## src/sv/refcounted_lru_tag_cache_core_assert.svh

```systemverilog
// assertion macros for the tag cache directory
`ifndef REFCOUNTED_LRU_TAG_CACHE_CORE_ASSERT_SVH
`define REFCOUNTED_LRU_TAG_CACHE_CORE_ASSERT_SVH

// antecedent implies consequent in the same cycle
`define RLC_ASSERT_IMPL(lbl, a, b) \
    lbl: assert property (@(posedge clk) disable iff (!rst_n) (a) |-> (b)) \
        else $error("tag cache assertion failed");

// antecedent implies consequent in the next cycle
`define RLC_ASSERT_NEXT(lbl, a, b) \
    lbl: assert property (@(posedge clk) disable iff (!rst_n) (a) |=> (b)) \
        else $error("tag cache assertion failed");

`endif

```

## src/sv/rlc_pkg.sv

```systemverilog
// shared types and codes of the tag cache directory
`timescale 1ns / 1ps
package rlc_pkg;

    localparam logic [2:0] ACT_ACQUIRE   = 3'd0;
    localparam logic [2:0] ACT_RELEASE   = 3'd1;
    localparam logic [2:0] ACT_WRITEBACK = 3'd2;
    localparam logic [2:0] ACT_INVAL     = 3'd3;
    localparam logic [2:0] ACT_LOADFAIL  = 3'd4;
    localparam logic [2:0] ACT_MARK      = 3'd5;

    localparam logic [3:0] ST_HIT       = 4'd0;
    localparam logic [3:0] ST_MISS_READ = 4'd1;
    localparam logic [3:0] ST_MISS_ZERO = 4'd2;
    localparam logic [3:0] ST_DISABLED  = 4'd3;
    localparam logic [3:0] ST_FULL      = 4'd4;
    localparam logic [3:0] ST_BUSY      = 4'd5;
    localparam logic [3:0] ST_LOADFAIL  = 4'd6;
    localparam logic [3:0] ST_RELEASED  = 4'd7;
    localparam logic [3:0] ST_WRITEBACK = 4'd8;
    localparam logic [3:0] ST_INVAL     = 4'd9;
    localparam logic [3:0] ST_FAULT     = 4'd10;
    localparam logic [3:0] ST_MARKED    = 4'd11;

    localparam logic [7:0] REFS_MAX = 8'hFF;

    typedef struct packed {
        logic [2:0]  action;
        logic [15:0] user_id;
        logic [7:0]  mount_id;
        logic [3:0]  slot;
        logic        force_req;
        logic        quota_enabled;
        logic        quota_file_open;
        logic        record_in_file;
    } req_t;

    typedef struct packed {
        logic [3:0] status;
        logic [3:0] result_slot;
        logic       wake_waiters;
    } rsp_t;

    typedef enum logic [3:0] {
        SOP_NONE,
        SOP_SET_WANT,
        SOP_HIT,
        SOP_ALLOC,
        SOP_RELEASE,
        SOP_WRITEBACK,
        SOP_INVAL,
        SOP_LOADFAIL,
        SOP_MARK
    } slot_op_t;

    typedef struct packed {
        slot_op_t    op;
        logic [15:0] user_id;
        logic [7:0]  mount_id;
    } slot_cmd_t;

    typedef struct packed {
        logic       valid;
        logic [7:0] refs;
        logic       locked;
        logic       want;
        logic       modified;
    } slot_flags_t;

    typedef enum logic [1:0] {
        FOP_NONE,
        FOP_REMOVE,
        FOP_INS_HEAD,
        FOP_INS_TAIL
    } free_op_t;

    typedef enum logic [2:0] {
        S_IDLE,
        S_SEARCH,
        S_EXEC,
        S_FREM,
        S_FINS,
        S_RESP
    } state_t;

endpackage

```

## src/sv/rlc_slot_cell.sv

```systemverilog
// one directory slot: tag, count and flags, with its own tag compare
`timescale 1ns / 1ps
module rlc_slot_cell #(
    parameter int IDX = 0,
    parameter int IW  = 4
) (
    input  logic                clk,
    input  logic                rst_n,
    input  logic [15:0]         key_user,
    input  logic [7:0]          key_mount,
    input  logic [IW-1:0]       target,
    input  rlc_pkg::slot_cmd_t  cmd,
    output logic                match,
    output rlc_pkg::slot_flags_t flags
);

    logic        valid_reg, valid_next;
    logic [7:0]  refs_reg, refs_next;
    logic        locked_reg, locked_next;
    logic        want_reg, want_next;
    logic        mod_reg, mod_next;
    logic [15:0] user_reg, user_next;
    logic [7:0]  mount_reg, mount_next;
    logic        sel;

    assign sel   = (target == IW'(IDX));
    assign match = valid_reg && (user_reg == key_user) && (mount_reg == key_mount);

    always_comb
    begin
        flags = '0;
        if (sel)
        begin
            flags.valid    = valid_reg;
            flags.refs     = refs_reg;
            flags.locked   = locked_reg;
            flags.want     = want_reg;
            flags.modified = mod_reg;
        end
    end

    always_comb
    begin
        valid_next  = valid_reg;
        refs_next   = refs_reg;
        locked_next = locked_reg;
        want_next   = want_reg;
        mod_next    = mod_reg;
        user_next   = user_reg;
        mount_next  = mount_reg;
        if (sel)
        begin
            unique case (cmd.op)
                rlc_pkg::SOP_SET_WANT:  want_next = 1'b1;
                rlc_pkg::SOP_HIT:
                begin
                    locked_next = 1'b1;
                    refs_next   = refs_reg + 8'd1;
                end
                rlc_pkg::SOP_ALLOC:
                begin
                    valid_next  = 1'b1;
                    user_next   = cmd.user_id;
                    mount_next  = cmd.mount_id;
                    locked_next = 1'b1;
                    refs_next   = 8'd1;
                end
                rlc_pkg::SOP_RELEASE:
                begin
                    locked_next = 1'b0;
                    want_next   = 1'b0;
                    refs_next   = refs_reg - 8'd1;
                    if (refs_reg == 8'd1)
                    begin
                        mod_next = 1'b0;
                    end
                end
                rlc_pkg::SOP_WRITEBACK: mod_next = 1'b0;
                rlc_pkg::SOP_INVAL:
                begin
                    locked_next = 1'b0;
                    valid_next  = 1'b0;
                end
                rlc_pkg::SOP_LOADFAIL:
                begin
                    valid_next  = 1'b0;
                    refs_next   = 8'd0;
                    mod_next    = 1'b0;
                    locked_next = 1'b0;
                    want_next   = 1'b0;
                end
                rlc_pkg::SOP_MARK:      mod_next = 1'b1;
                default:                ;
            endcase
        end
    end

    always_ff @(posedge clk or negedge rst_n)
    begin
        if (!rst_n)
        begin
            valid_reg  <= 1'b0;
            refs_reg   <= 8'd0;
            locked_reg <= 1'b0;
            want_reg   <= 1'b0;
            mod_reg    <= 1'b0;
        end
        else
        begin
            valid_reg  <= valid_next;
            refs_reg   <= refs_next;
            locked_reg <= locked_next;
            want_reg   <= want_next;
            mod_reg    <= mod_next;
        end
    end

    always_ff @(posedge clk)
    begin
        user_reg  <= user_next;
        mount_reg <= mount_next;
    end

endmodule

```

## src/sv/rlc_free_cell.sv

```systemverilog
// one position of the free order, shifting to and from its neighbors
`timescale 1ns / 1ps
module rlc_free_cell #(
    parameter int IDX = 0,
    parameter int N   = 16,
    parameter int IW  = 4,
    parameter int CW  = 5
) (
    input  logic              clk,
    input  logic              rst_n,
    input  rlc_pkg::free_op_t op,
    input  logic [IW-1:0]     s,
    input  logic [CW-1:0]     count,
    input  logic [IW-1:0]     left_val,
    input  logic [IW-1:0]     right_val,
    input  logic              seen_in,
    output logic              seen_out,
    output logic [IW-1:0]     value
);

    logic [IW-1:0] val_reg, val_next;
    logic          occ;

    assign occ      = (CW'(IDX) < count);
    assign seen_out = seen_in || (occ && (val_reg == s));
    assign value    = val_reg;

    always_comb
    begin
        val_next = val_reg;
        unique case (op)
            rlc_pkg::FOP_REMOVE:
            begin
                if (seen_out && ((CW + 1)'(IDX + 1) < {1'b0, count}))
                begin
                    val_next = right_val;
                end
            end
            rlc_pkg::FOP_INS_HEAD: val_next = left_val;
            rlc_pkg::FOP_INS_TAIL:
            begin
                if (CW'(IDX) == count)
                begin
                    val_next = s;
                end
            end
            default:               ;
        endcase
    end

    always_ff @(posedge clk or negedge rst_n)
    begin
        if (!rst_n)
        begin
            val_reg <= IW'(N - 1 - IDX);
        end
        else
        begin
            val_reg <= val_next;
        end
    end

endmodule

```

## src/sv/refcounted_lru_tag_cache_core.sv

```systemverilog
// top level of the reference-counted lru tag cache directory
`timescale 1ns / 1ps
`include "refcounted_lru_tag_cache_core_assert.svh"
// After acceptance a request passes through these steps before its response is
// presented: associative tag compare across the row of slot cells, decide and
// update the addressed slot, then unlink the slot from the free order chain and
// relink it at the head or tail when the action moves it. One request is in
// flight at a time; req_stall is high from acceptance until the response
// transaction completes, so the block takes no new request before the response
// to the last one is taken. Response stalls keep the block busy for longer.
module refcounted_lru_tag_cache_core #(
    parameter int NUM_ENTRIES = 16
) (
    input  logic          clk,
    input  logic          rst_n,
    input  logic          req_valid,
    output logic          req_stall,
    input  rlc_pkg::req_t req,
    output logic          rsp_valid,
    input  logic          rsp_stall,
    output rlc_pkg::rsp_t rsp
);

    localparam int IW = (NUM_ENTRIES > 1) ? $clog2(NUM_ENTRIES) : 1;
    localparam int CW = $clog2(NUM_ENTRIES + 1);
    localparam int TW = (IW > 4) ? IW : 4;

    rlc_pkg::state_t    state_reg, state_next;
    rlc_pkg::req_t      req_reg;
    logic               hit_reg;
    logic [IW-1:0]      hit_idx_reg;
    logic [CW-1:0]      cnt_reg, cnt_next;
    logic [IW-1:0]      fs_reg;
    logic               rem_reg;
    rlc_pkg::free_op_t  ins_reg;
    rlc_pkg::rsp_t      rsp_reg;

    logic [NUM_ENTRIES-1:0]   match;
    logic [NUM_ENTRIES:0]     hit_before;
    rlc_pkg::slot_flags_t     cell_flags [NUM_ENTRIES];
    rlc_pkg::slot_flags_t     fl;
    logic                     any_hit;
    logic [IW-1:0]            first_idx;

    logic [IW-1:0]            fval [NUM_ENTRIES];
    logic [NUM_ENTRIES:0]     seen;
    rlc_pkg::free_op_t        fop;

    logic [TW:0]              slot_w;
    logic                     slot_ok;
    logic [IW-1:0]            slot_ix;
    logic [IW-1:0]            tgt;
    logic [TW-1:0]            tgt_w;
    rlc_pkg::slot_cmd_t       cmd;
    rlc_pkg::slot_op_t        dec_op;
    logic [3:0]               dec_status;
    logic [3:0]               dec_rs;
    logic                     dec_wake;
    logic                     dec_rem;
    rlc_pkg::free_op_t        dec_ins;
    logic                     req_acc;

    assign req_acc = req_valid && !req_stall;
    assign slot_w  = (TW + 1)'(req_reg.slot);
    assign slot_ok = slot_w < (TW + 1)'(NUM_ENTRIES);
    assign slot_ix = slot_w[IW-1:0];

    assign hit_before[0] = 1'b0;
    assign seen[0]       = 1'b0;

    for (genvar i = 0; i < NUM_ENTRIES; i++)
    begin : g_cell
        rlc_slot_cell #(.IDX(i), .IW(IW)) u_slot (
            .clk       (clk),
            .rst_n     (rst_n),
            .key_user  (req_reg.user_id),
            .key_mount (req_reg.mount_id),
            .target    (tgt),
            .cmd       (cmd),
            .match     (match[i]),
            .flags     (cell_flags[i])
        );
        assign hit_before[i+1] = hit_before[i] || match[i];

        rlc_free_cell #(.IDX(i), .N(NUM_ENTRIES), .IW(IW), .CW(CW)) u_free (
            .clk       (clk),
            .rst_n     (rst_n),
            .op        (fop),
            .s         (fs_reg),
            .count     (cnt_reg),
            .left_val  ((i == 0) ? fs_reg : fval[(i == 0) ? 0 : i - 1]),
            .right_val (fval[(i == NUM_ENTRIES - 1) ? i : i + 1]),
            .seen_in   (seen[i]),
            .seen_out  (seen[i+1]),
            .value     (fval[i])
        );
    end

    assign any_hit = hit_before[NUM_ENTRIES];

    always_comb
    begin
        first_idx = '0;
        fl        = '0;
        for (int i = 0; i < NUM_ENTRIES; i++)
        begin
            if (match[i] && !hit_before[i])
            begin
                first_idx = first_idx | IW'(i);
            end
            fl = fl | cell_flags[i];
        end
    end

    // target slot of the executing request
    always_comb
    begin
        if (req_reg.action == rlc_pkg::ACT_ACQUIRE)
        begin
            tgt = hit_reg ? hit_idx_reg : fval[0];
        end
        else
        begin
            tgt = slot_ix;
        end
    end

    assign tgt_w = TW'(tgt);

    always_comb
    begin
        dec_op     = rlc_pkg::SOP_NONE;
        dec_status = rlc_pkg::ST_FAULT;
        dec_rs     = req_reg.slot;
        dec_wake   = 1'b0;
        dec_rem    = 1'b0;
        dec_ins    = rlc_pkg::FOP_NONE;
        if (req_reg.action == rlc_pkg::ACT_ACQUIRE)
        begin
            dec_rs = 4'd0;
            priority if (!req_reg.quota_enabled && !req_reg.force_req)
            begin
                dec_status = rlc_pkg::ST_DISABLED;
            end
            else if (!req_reg.quota_file_open)
            begin
                dec_status = rlc_pkg::ST_FAULT;
            end
            else if (hit_reg)
            begin
                dec_rs = tgt_w[3:0];
                priority if (fl.locked)
                begin
                    dec_op     = rlc_pkg::SOP_SET_WANT;
                    dec_status = rlc_pkg::ST_BUSY;
                end
                else if (fl.refs == rlc_pkg::REFS_MAX)
                begin
                    dec_status = rlc_pkg::ST_FAULT;
                end
                else
                begin
                    dec_op     = rlc_pkg::SOP_HIT;
                    dec_status = rlc_pkg::ST_HIT;
                    dec_rem    = (fl.refs == 8'd0);
                end
            end
            else if (cnt_reg == '0)
            begin
                dec_status = rlc_pkg::ST_FULL;
            end
            else
            begin
                dec_rs = tgt_w[3:0];
                if (fl.refs != 8'd0 || fl.locked || fl.want || fl.modified)
                begin
                    dec_status = rlc_pkg::ST_FAULT;
                end
                else
                begin
                    dec_op     = rlc_pkg::SOP_ALLOC;
                    dec_rem    = 1'b1;
                    dec_status = req_reg.record_in_file ? rlc_pkg::ST_MISS_READ
                                                        : rlc_pkg::ST_MISS_ZERO;
                end
            end
        end
        else if (!slot_ok && req_reg.action <= rlc_pkg::ACT_MARK)
        begin
            dec_status = rlc_pkg::ST_FAULT;
        end
        else
        begin
            unique case (req_reg.action)
                rlc_pkg::ACT_RELEASE:
                begin
                    if (fl.refs != 8'd0 && fl.locked)
                    begin
                        dec_op     = rlc_pkg::SOP_RELEASE;
                        dec_wake   = fl.want;
                        dec_status = rlc_pkg::ST_RELEASED;
                        if (fl.refs == 8'd1)
                        begin
                            dec_rem = 1'b1;
                            dec_ins = rlc_pkg::FOP_INS_TAIL;
                        end
                    end
                end
                rlc_pkg::ACT_WRITEBACK:
                begin
                    if (fl.valid && req_reg.quota_file_open && fl.locked && fl.modified)
                    begin
                        dec_op     = rlc_pkg::SOP_WRITEBACK;
                        dec_status = rlc_pkg::ST_WRITEBACK;
                    end
                end
                rlc_pkg::ACT_INVAL:
                begin
                    if (fl.refs == 8'd0 && !fl.modified && !fl.want)
                    begin
                        dec_op     = rlc_pkg::SOP_INVAL;
                        dec_status = rlc_pkg::ST_INVAL;
                        dec_rem    = 1'b1;
                        dec_ins    = rlc_pkg::FOP_INS_HEAD;
                    end
                end
                rlc_pkg::ACT_LOADFAIL:
                begin
                    if (fl.locked && fl.refs == 8'd1)
                    begin
                        dec_op     = rlc_pkg::SOP_LOADFAIL;
                        dec_wake   = fl.want;
                        dec_status = rlc_pkg::ST_LOADFAIL;
                        dec_rem    = 1'b1;
                        dec_ins    = rlc_pkg::FOP_INS_HEAD;
                    end
                end
                rlc_pkg::ACT_MARK:
                begin
                    if (fl.locked)
                    begin
                        dec_op     = rlc_pkg::SOP_MARK;
                        dec_status = rlc_pkg::ST_MARKED;
                    end
                end
                default:
                begin
                    dec_rs = 4'd0;
                end
            endcase
        end
    end

    // next state
    always_comb
    begin
        state_next = state_reg;
        unique case (state_reg)
            rlc_pkg::S_IDLE:   if (req_acc) state_next = rlc_pkg::S_SEARCH;
            rlc_pkg::S_SEARCH: state_next = rlc_pkg::S_EXEC;
            rlc_pkg::S_EXEC:   state_next = dec_rem ? rlc_pkg::S_FREM : rlc_pkg::S_RESP;
            rlc_pkg::S_FREM:
            begin
                if (ins_reg != rlc_pkg::FOP_NONE && cnt_next != CW'(NUM_ENTRIES))
                begin
                    state_next = rlc_pkg::S_FINS;
                end
                else
                begin
                    state_next = rlc_pkg::S_RESP;
                end
            end
            rlc_pkg::S_FINS:   state_next = rlc_pkg::S_RESP;
            rlc_pkg::S_RESP:   if (!rsp_stall) state_next = rlc_pkg::S_IDLE;
            default:           state_next = rlc_pkg::S_IDLE;
        endcase
    end

    // outputs and commands
    always_comb
    begin
        req_stall    = (state_reg != rlc_pkg::S_IDLE);
        rsp_valid    = (state_reg == rlc_pkg::S_RESP);
        rsp          = rsp_reg;
        cmd.op       = (state_reg == rlc_pkg::S_EXEC) ? dec_op : rlc_pkg::SOP_NONE;
        cmd.user_id  = req_reg.user_id;
        cmd.mount_id = req_reg.mount_id;
        unique case (state_reg)
            rlc_pkg::S_FREM: fop = rlc_pkg::FOP_REMOVE;
            rlc_pkg::S_FINS: fop = ins_reg;
            default:         fop = rlc_pkg::FOP_NONE;
        endcase
    end

    always_comb
    begin
        cnt_next = cnt_reg;
        unique case (state_reg)
            rlc_pkg::S_FREM: if (seen[NUM_ENTRIES]) cnt_next = cnt_reg - CW'(1);
            rlc_pkg::S_FINS: cnt_next = cnt_reg + CW'(1);
            default:         ;
        endcase
    end

    always_ff @(posedge clk or negedge rst_n)
    begin
        if (!rst_n)
        begin
            state_reg <= rlc_pkg::S_IDLE;
            cnt_reg   <= CW'(NUM_ENTRIES);
        end
        else
        begin
            state_reg <= state_next;
            cnt_reg   <= cnt_next;
        end
    end

    always_ff @(posedge clk)
    begin
        if (req_acc)
        begin
            req_reg <= req;
        end
        if (state_reg == rlc_pkg::S_SEARCH)
        begin
            hit_reg     <= any_hit;
            hit_idx_reg <= first_idx;
        end
        if (state_reg == rlc_pkg::S_EXEC)
        begin
            rsp_reg.status       <= dec_status;
            rsp_reg.result_slot  <= dec_rs;
            rsp_reg.wake_waiters <= dec_wake;
            fs_reg               <= tgt;
            rem_reg              <= dec_rem;
            ins_reg              <= dec_ins;
        end
    end

    `RLC_ASSERT_IMPL(a_count_bound, 1'b1, cnt_reg <= CW'(NUM_ENTRIES))
    `RLC_ASSERT_NEXT(a_accept_search, req_acc, state_reg == rlc_pkg::S_SEARCH)
    `RLC_ASSERT_IMPL(a_ins_room, state_reg == rlc_pkg::S_FINS, cnt_reg != CW'(NUM_ENTRIES))
    `RLC_ASSERT_IMPL(a_rem_flag, state_reg == rlc_pkg::S_FREM, rem_reg)

endmodule

```

## config.mk

```make
export PLATFORM = sky130hd
export DESIGN_NAME = refcounted_lru_tag_cache_core
export DESIGN_NICKNAME = d
export VERILOG_FILES = /design/src/sv/rlc_pkg.sv /design/src/sv/rlc_slot_cell.sv /design/src/sv/rlc_free_cell.sv /design/src/sv/refcounted_lru_tag_cache_core.sv
export VERILOG_INCLUDE_DIRS = /design/src /design/src/sv
export SDC_FILE = /design/constraint.sdc
export NUM_CORES = 2
export LEC_CHECK = 0
export ABC_AREA = 1
export BUFFER_PORTS_ARGS = -buffer_cell sky130_fd_sc_hd__buf_2
export CORE_UTILIZATION = 25
export DETAILED_ROUTE_END_ITERATION = 8
export PLACE_DENSITY_LB_ADDON = 0.15
export SETUP_SLACK_MARGIN = 0.05
export SLEW_MARGIN = 40
export SYNTH_ARGS = -nofsm -noshare
export SYNTH_HDL_FRONTEND = slang
export SYNTH_HIERARCHICAL = 1
export SYNTH_SLANG_ARGS = --single-unit
```

## constraint.sdc

```tcl
create_clock -name clk -period 12.9 [get_ports clk]
set_clock_uncertainty 0.2 [all_clocks]
set_input_delay 0 -clock clk [delete_from_list [all_inputs] [get_ports clk]]
set_output_delay 0 -clock clk [all_outputs]
set_load 0.01 [all_outputs]
```

== After elaboration in Yosys (flattened, before gate mapping) ==
Index checks and enable logic that the tools add are counted.
Operators by class
  bitwise logic cells: 15
  equal/unequal tests: 167
  mux-type cells: 198
  reduce and logical (&&, ||, !) cells: 281
  $lt $le $gt $ge: 33
  $add $sub $neg: 34
Operator list (number)
  $pmux W8 S4: 16
  $eq A16 B16 Y1: 16
  $mux W4: 64
  $mux W12: 16
  $or A12 B12 Y12: 15
  $pmux W4 S3: 15
  $reduce_and A2 Y1: 82
  $eq A8 B1 Y1 const B: 17
  $add A8 B1 Y8 const B: 16
  $eq A8 B8 Y1: 16
  $sub A8 B1 Y8 const B: 16
  $reduce_and A3 Y1: 31
  $ne A2 B1 Y1 const B: 46
  $logic_and A1 B1 Y1: 89
  $lt A4 B5 Y1 const A: 16
  $eq A4 B4 Y1: 16
  $pmux W1 S3: 17
  $eq A4 B5 Y1 const A: 8
  $lt A3 B5 Y1 const A: 8
  $pmux W4 S5: 2
  $eq A4 B4 Y1 const B: 9
  $mux W1: 34
  $logic_or A1 B1 Y1: 33
  $mux W3: 11
  other kinds (42): 119
Word-level totals
  word-level logic and storage cells: 876
  output and inout bits: 11
  register bits after elaboration: 703

== Logic depth before layout (Yosys ltp) ==
  depth in word-level cells: 34
  depth in mapped cells: 48
  gate-level depth less buffers: 48

== Cells and area by module ==
Netlist, hierarchy kept.
By module, submodules not included
  rlc_slot_cell at g_cell[6].u_slot ...: cells each 279, seq. area each 1021.0 µm², area an instance 2198.4 µm², times used 2
  rlc_slot_cell at g_cell[13].u_slot ...: cells each 282, seq. area each 1021.0 µm², area an instance 2162.1 µm², times used 2
  rlc_slot_cell at g_cell[1].u_slot ...: cells each 280, seq. area each 1021.0 µm², area an instance 2158.3 µm², times used 2
  rlc_slot_cell at g_cell[5].u_slot ...: cells each 281, seq. area each 1021.0 µm², area an instance 2152.1 µm², times used 2
  refcounted_lru_tag_cache_core: cells each 516, seq. area each 1853.0 µm², area an instance 3900.0 µm², times used 1
  rlc_slot_cell at g_cell[7].u_slot: cells each 281, seq. area each 1021.0 µm², area an instance 2187.1 µm², times used 1
  rlc_slot_cell at g_cell[12].u_slot: cells each 278, seq. area each 1021.0 µm², area an instance 2185.8 µm², times used 1
  rlc_slot_cell at g_cell[11].u_slot: cells each 280, seq. area each 1021.0 µm², area an instance 2183.3 µm², times used 1
  rlc_slot_cell at g_cell[15].u_slot: cells each 281, seq. area each 1021.0 µm², area an instance 2163.3 µm², times used 1
  rlc_slot_cell at g_cell[4].u_slot: cells each 276, seq. area each 1021.0 µm², area an instance 2162.1 µm², times used 1
  rlc_slot_cell at g_cell[3].u_slot: cells each 281, seq. area each 1021.0 µm², area an instance 2159.6 µm², times used 1
  rlc_slot_cell at g_cell[0].u_slot: cells each 277, seq. area each 1021.0 µm², area an instance 2155.8 µm², times used 1
  rlc_slot_cell at g_cell[10].u_slot: cells each 281, seq. area each 1021.0 µm², area an instance 2153.3 µm², times used 1
  rlc_free_cell at g_cell[10].u_free: cells each 75, seq. area each 102.6 µm², area an instance 441.7 µm², times used 1
  15 more rows

== Worst setup path after synthesis ==
Ideal clock, no wire load.
  path kind: reg2reg
  start: register req_reg[33] (netlist bit)
  end: register g_cell[3].u_slot.mount_reg[0] (enable)
  slack: 3332 ps
  buffers on the path: 2
  cell stages (with the launch flop): 27
  arrival: 8945 ps
  clock period less this slack: 9568 ps
  library setup time: 422 ps
  path through: edfxtp_1 nor2_1 inv_2 nor2_2 clkbuf_1 o211ai_1 o21a_1 inv_1 inv_1 nand2_1 nor2_8 inv_1 clkbuf_1 nor2_1 nor2_1 nand2_1 nor2_1 nand2_1 nor2_2 nand2_1 nor2_2 nand3_2 nand2_4 inv_2 o21ai_1 inv_2 nor4_2
RTL lines
  start: declaration: line refcounted_lru_tag_cache_core.sv:29  | rlc_pkg::req_t req_reg;
  start signal: assignment: line refcounted_lru_tag_cache_core.sv:323  | req_reg <= req;
  end signal: assignment: line rlc_slot_cell.sv:121  | mount_reg <= mount_next;
  end: declaration: line rlc_slot_cell.sv:23  | logic [7:0] mount_reg, mount_next;

==> impl_metrics.json <==
{
  "synth_top_family_by_area": "simple AND/OR/NAND/NOR gates",
  "antenna_found_initial": 3,
  "clk-insertion-delay-late_ns": 0.74,
  "cts_sinks": 703,
  "slowest_stage": "clkinv_1",
  "crit-reg2reg-launch": "hit_reg",
  "post_drt_wl_per_cell_um": 16.5,
  "post_cts_resized": 0,
  "synth_most_common_cell": "nand2_1",
  "synthAdderAreaFrac_pct": 1.41,
  "rsz0062_at_grt": "no",
  "setup_violations": 0,
  "cts_root_buffer": "clkbuf_16",
  "drt_iter0_drc": 2322,
  "slowest_delay_ns": 0.62,
  "r2r_cells": 24,
  "max_slew.worst_pin.slew_ns": 0.804,
  "syn_area_mm2": 0.0451,
  "grt_max_degree": 80,
  "rrSetupSlack_ns": 5.87,
  "cp_cell_sequence": "clkinv_1, o211ai_1, o21a_1, clkinv_1, nand2_1, nor2_8, inv_1, nor2_1, nor2_1, nand2_1, nor2_1, nand2_1, nor2_2, nand2_1, nor2_2, nand3_2, nand2_4, inv_2, o21ai_4, buf_6, nand2_1, nor2_4, nand2_1, inv_2",
  "num-nets-final": 6371,
  "largest_register_ffs": 256,
  "synth-main-ff-cell": "edfxtp_1",
  "netlist_instances": 6060,
  "grt_use_total_pct": 15.8,
  "intPower_mw": 4.78,
  "path_clk_slew_ns": 0.06,
  "synth_area_per_cell_um2": 7.44,
  "fin_crit_ns": 7.03,
  "synth_top_area_share_pct": 29.2,
  "ys_warn_count": 6,
  "h-tree-depth": 3,
  "power.switching_mw": 2.71,
  "die-area_mm2": 0.182,
  "slew_violations": 0,
  "cts_buffers": 95,
  "ys_types": 69,
  "hp-class": "register to register",
  "crit_required_ns": 13.07,
  "min_path_cells": 2,
  "worst-setup-path-type": "register to register",
  "cap_violations": 0,
  "synthArstFlopShare_pct": 37.6,
  "synth_mux_area_share_pct": 0,
  "rows": 155,
  "die_h_um": 427,
  "syn_nets": 6150,
  "dr.pass1.iters": 5,
  "io_pins": 50,
  "grt_pass1_vias": 36800,
  "start_util_pct": 25.2,
  "ys_ff_latch": 703,
  "crit_arrival_ns": 7.20,
  "drc": 0,
  "ant_nets": 0,
  "cp-end-kind": "register",
  "path_common_cell": "nand2_1",
  "r2r_end": "g_cell[9].u_slot/user_reg[2]",
  "synth_compound_area_share_pct": 7.80,
  "finalSetupTns_ns": 0,
  "fmax_ghz": 0.142,
  "hold_viol": 0,
  "ys_seq_area_share_pct": 44.0,
  "grt_overflow_total": 0,
  "postCtsSetupBuffers": 0,
  "ir_worst_vdd_mv": 0.0952,
  "multi_input_area_mm2": 0.0212,
  "portBuffers": 49,
  "synthToLayoutAreaGrowth_pct": 16.0,
  "leakagePower_nw": 22.6,
  "synth_largest_area_cell": "edfxtp_1",
  "crit_fanout": 74,
  "fill_cells": 19400,
  "yosys.area_share.simple_pct": 34.1,
  "maxSlewHeadroom_pct": 46.2,
  "drive_above_1_share_pct": 11.2,
  "combPwrFrac_pct": 26.7,
  "hold_ws_ns": 0.272,
  "place_congestion": 0.868,
  "fin_crit_sh_pct": 54.5,
  "synth_area_leaders": "edfxtp_1, nand2_1, dfrtp_1",
  "p_clk_share_pct": 34.8,
  "sw_frac_of_total_pct": 36.2,
  "seq_area_mm2": 0.0198,
  "synthXorXnorAreaFrac_pct": 3.34,
  "hold_buffers": 77,
  "cp-start-kind": "register",
  "dieWidth_um": 427,
  "cts_buffer_depth": 3,
  "coreArea_mm2": 0.179,
  "dpl.hpwl_um": 101000,
  "routed_via_density": 4.41,
  "grt_first_pass_wirelength_um": 222000,
  "share_seq_of_total_power_pct": 38.5,
  "hp-start": "g_cell[9].u_slot/mod_reg",
  "vias": 38500,
  "p_per_area_mw_per_mm2": 143,
  "totalWireLength_um": 144000,
  "holdPathEnd": "g_cell[9].u_slot/mod_reg",
  "status": "complete, no violations",
  "yosys-top-cells-count": "nand2_1, inv_1, nor2_1",
  "synth-edff-count": 439,
  "cts_tree": "done"
}
-- how the worst max path moves through the flow --
stage / end / start / cells after the start / slack (ns)
after floorplan: g_cell[3].u_slot/mount_reg[0] / req_reg[33] / 26 / 3.33
after global placement: g_cell[9].u_slot/user_reg[0] / req_reg[33] / 27 / 5.46
after detailed placement: g_cell[9].u_slot/mount_reg[3] / req_reg[33] / 27 / 5.95
after CTS: g_cell[9].u_slot/user_reg[7] / req_reg[33] / 27 / 5.95
after global routing: g_cell[9].u_slot/mount_reg[1] / req_reg[33] / 25 / 5.38
final: g_cell[9].u_slot/user_reg[2] / hit_reg / 24 / 5.87
-- cells in the final DEF (no fill, tap or decap), types with 35 or more instances in the layout --
master,count
xor2_1,99
o211ai_1,63
buf_2,48
o21ai_2,38
or2_2,42
nand2_1,1819
ha_1,51
nor2_4,39
nand3_1,491
o21ai_1,50
dlygate4sd3_1,76
nand2_2,65
inv_1,875
dfrtp_1,231
xnor2_1,71
nor2_2,35
inv_2,86
o21ai_0,335
buf_4,59
nand2_4,40
edfxtp_1,439
clkbuf_16,95
nor2_1,805
nand4_1,63
-- per-layer routing --
metal	routed length [um]	track usage, %	vias up	share of wire [%]
li1	-	-	19700	-
met1	68100	21.2	18000	47
met2	67400	26.2	543	47
met3	4580	2.19	152	3.2
met4	3440	4.33	0	2.4
met5	0	0	-	0
-- stage by stage --
step / power, mW / instance area [um2] / cells / setup WS (ns) / util, %
floorplan: 4.24 / 45100 / 6060 / 3.33 / -
global placement: 4.92 / 48400 / 8459 / 5.46 / 27.1
detailed placement: 4.93 / 48500 / 8461 / 5.95 / 27.1
CTS: 7.62 / 52300 / 8714 / 5.95 / 29.3
global route: 7.98 / 52300 / 8716 / 5.38 / 29.3
finish: 7.49 / 52400 / 8717 / 5.87 / 29.3
-- logic make-up (layout without fill, tap and decap cells) --
family | Yosys count | in the layout
fa+ha+maj | 51 | 51
simple gates | 3515 | 3515
xor+xnor | 171 | 171
other cells | 1 | 3
flops | 703 | 703
buf+inv | 1042 | 1342
compound gates | 577 | 577
-- area by class of cell --
| type | instances | area share (%) |
|---|---|---|
| clock buffers | 130 | 4.94 |
| clock inverters | 46 | 0.872 |
| diodes | 2 | 0.00956 |
| inverters | 975 | 7.17 |
| flip-flops and latches | 703 | 37.9 |
| repair buffers | 191 | 3.05 |
| well taps | 2355 | 5.63 |
| multi-input cells | 4315 | 40.4 |
-- power by group through the flow --
stage,Sequential (mW),Combinational (mW),Clock (mW)
6_report,2.88,2.00,2.61
5_1_grt,2.92,2.27,2.79
4_1_cts,2.89,2.02,2.71
3_5_place_dp,2.93,1.99,0
3_3_place_gp,2.93,1.99,0
2_1_floorplan,2.95,1.28,0
-- worst max-delay path, delay by kind of cell, from the launching register on --
| kind | cells | cell delay (ns) |
|---|---|---|
| AND/OR/NAND/NOR | 15 | 2.51 |
| buffers and inverters | 6 | 2.49 |
| AO/OA/AOI/OAI | 3 | 0.86 |
| flip-flops | 1 | 0.54 |
No activity file was read; power rests on OpenSTA's default activity.
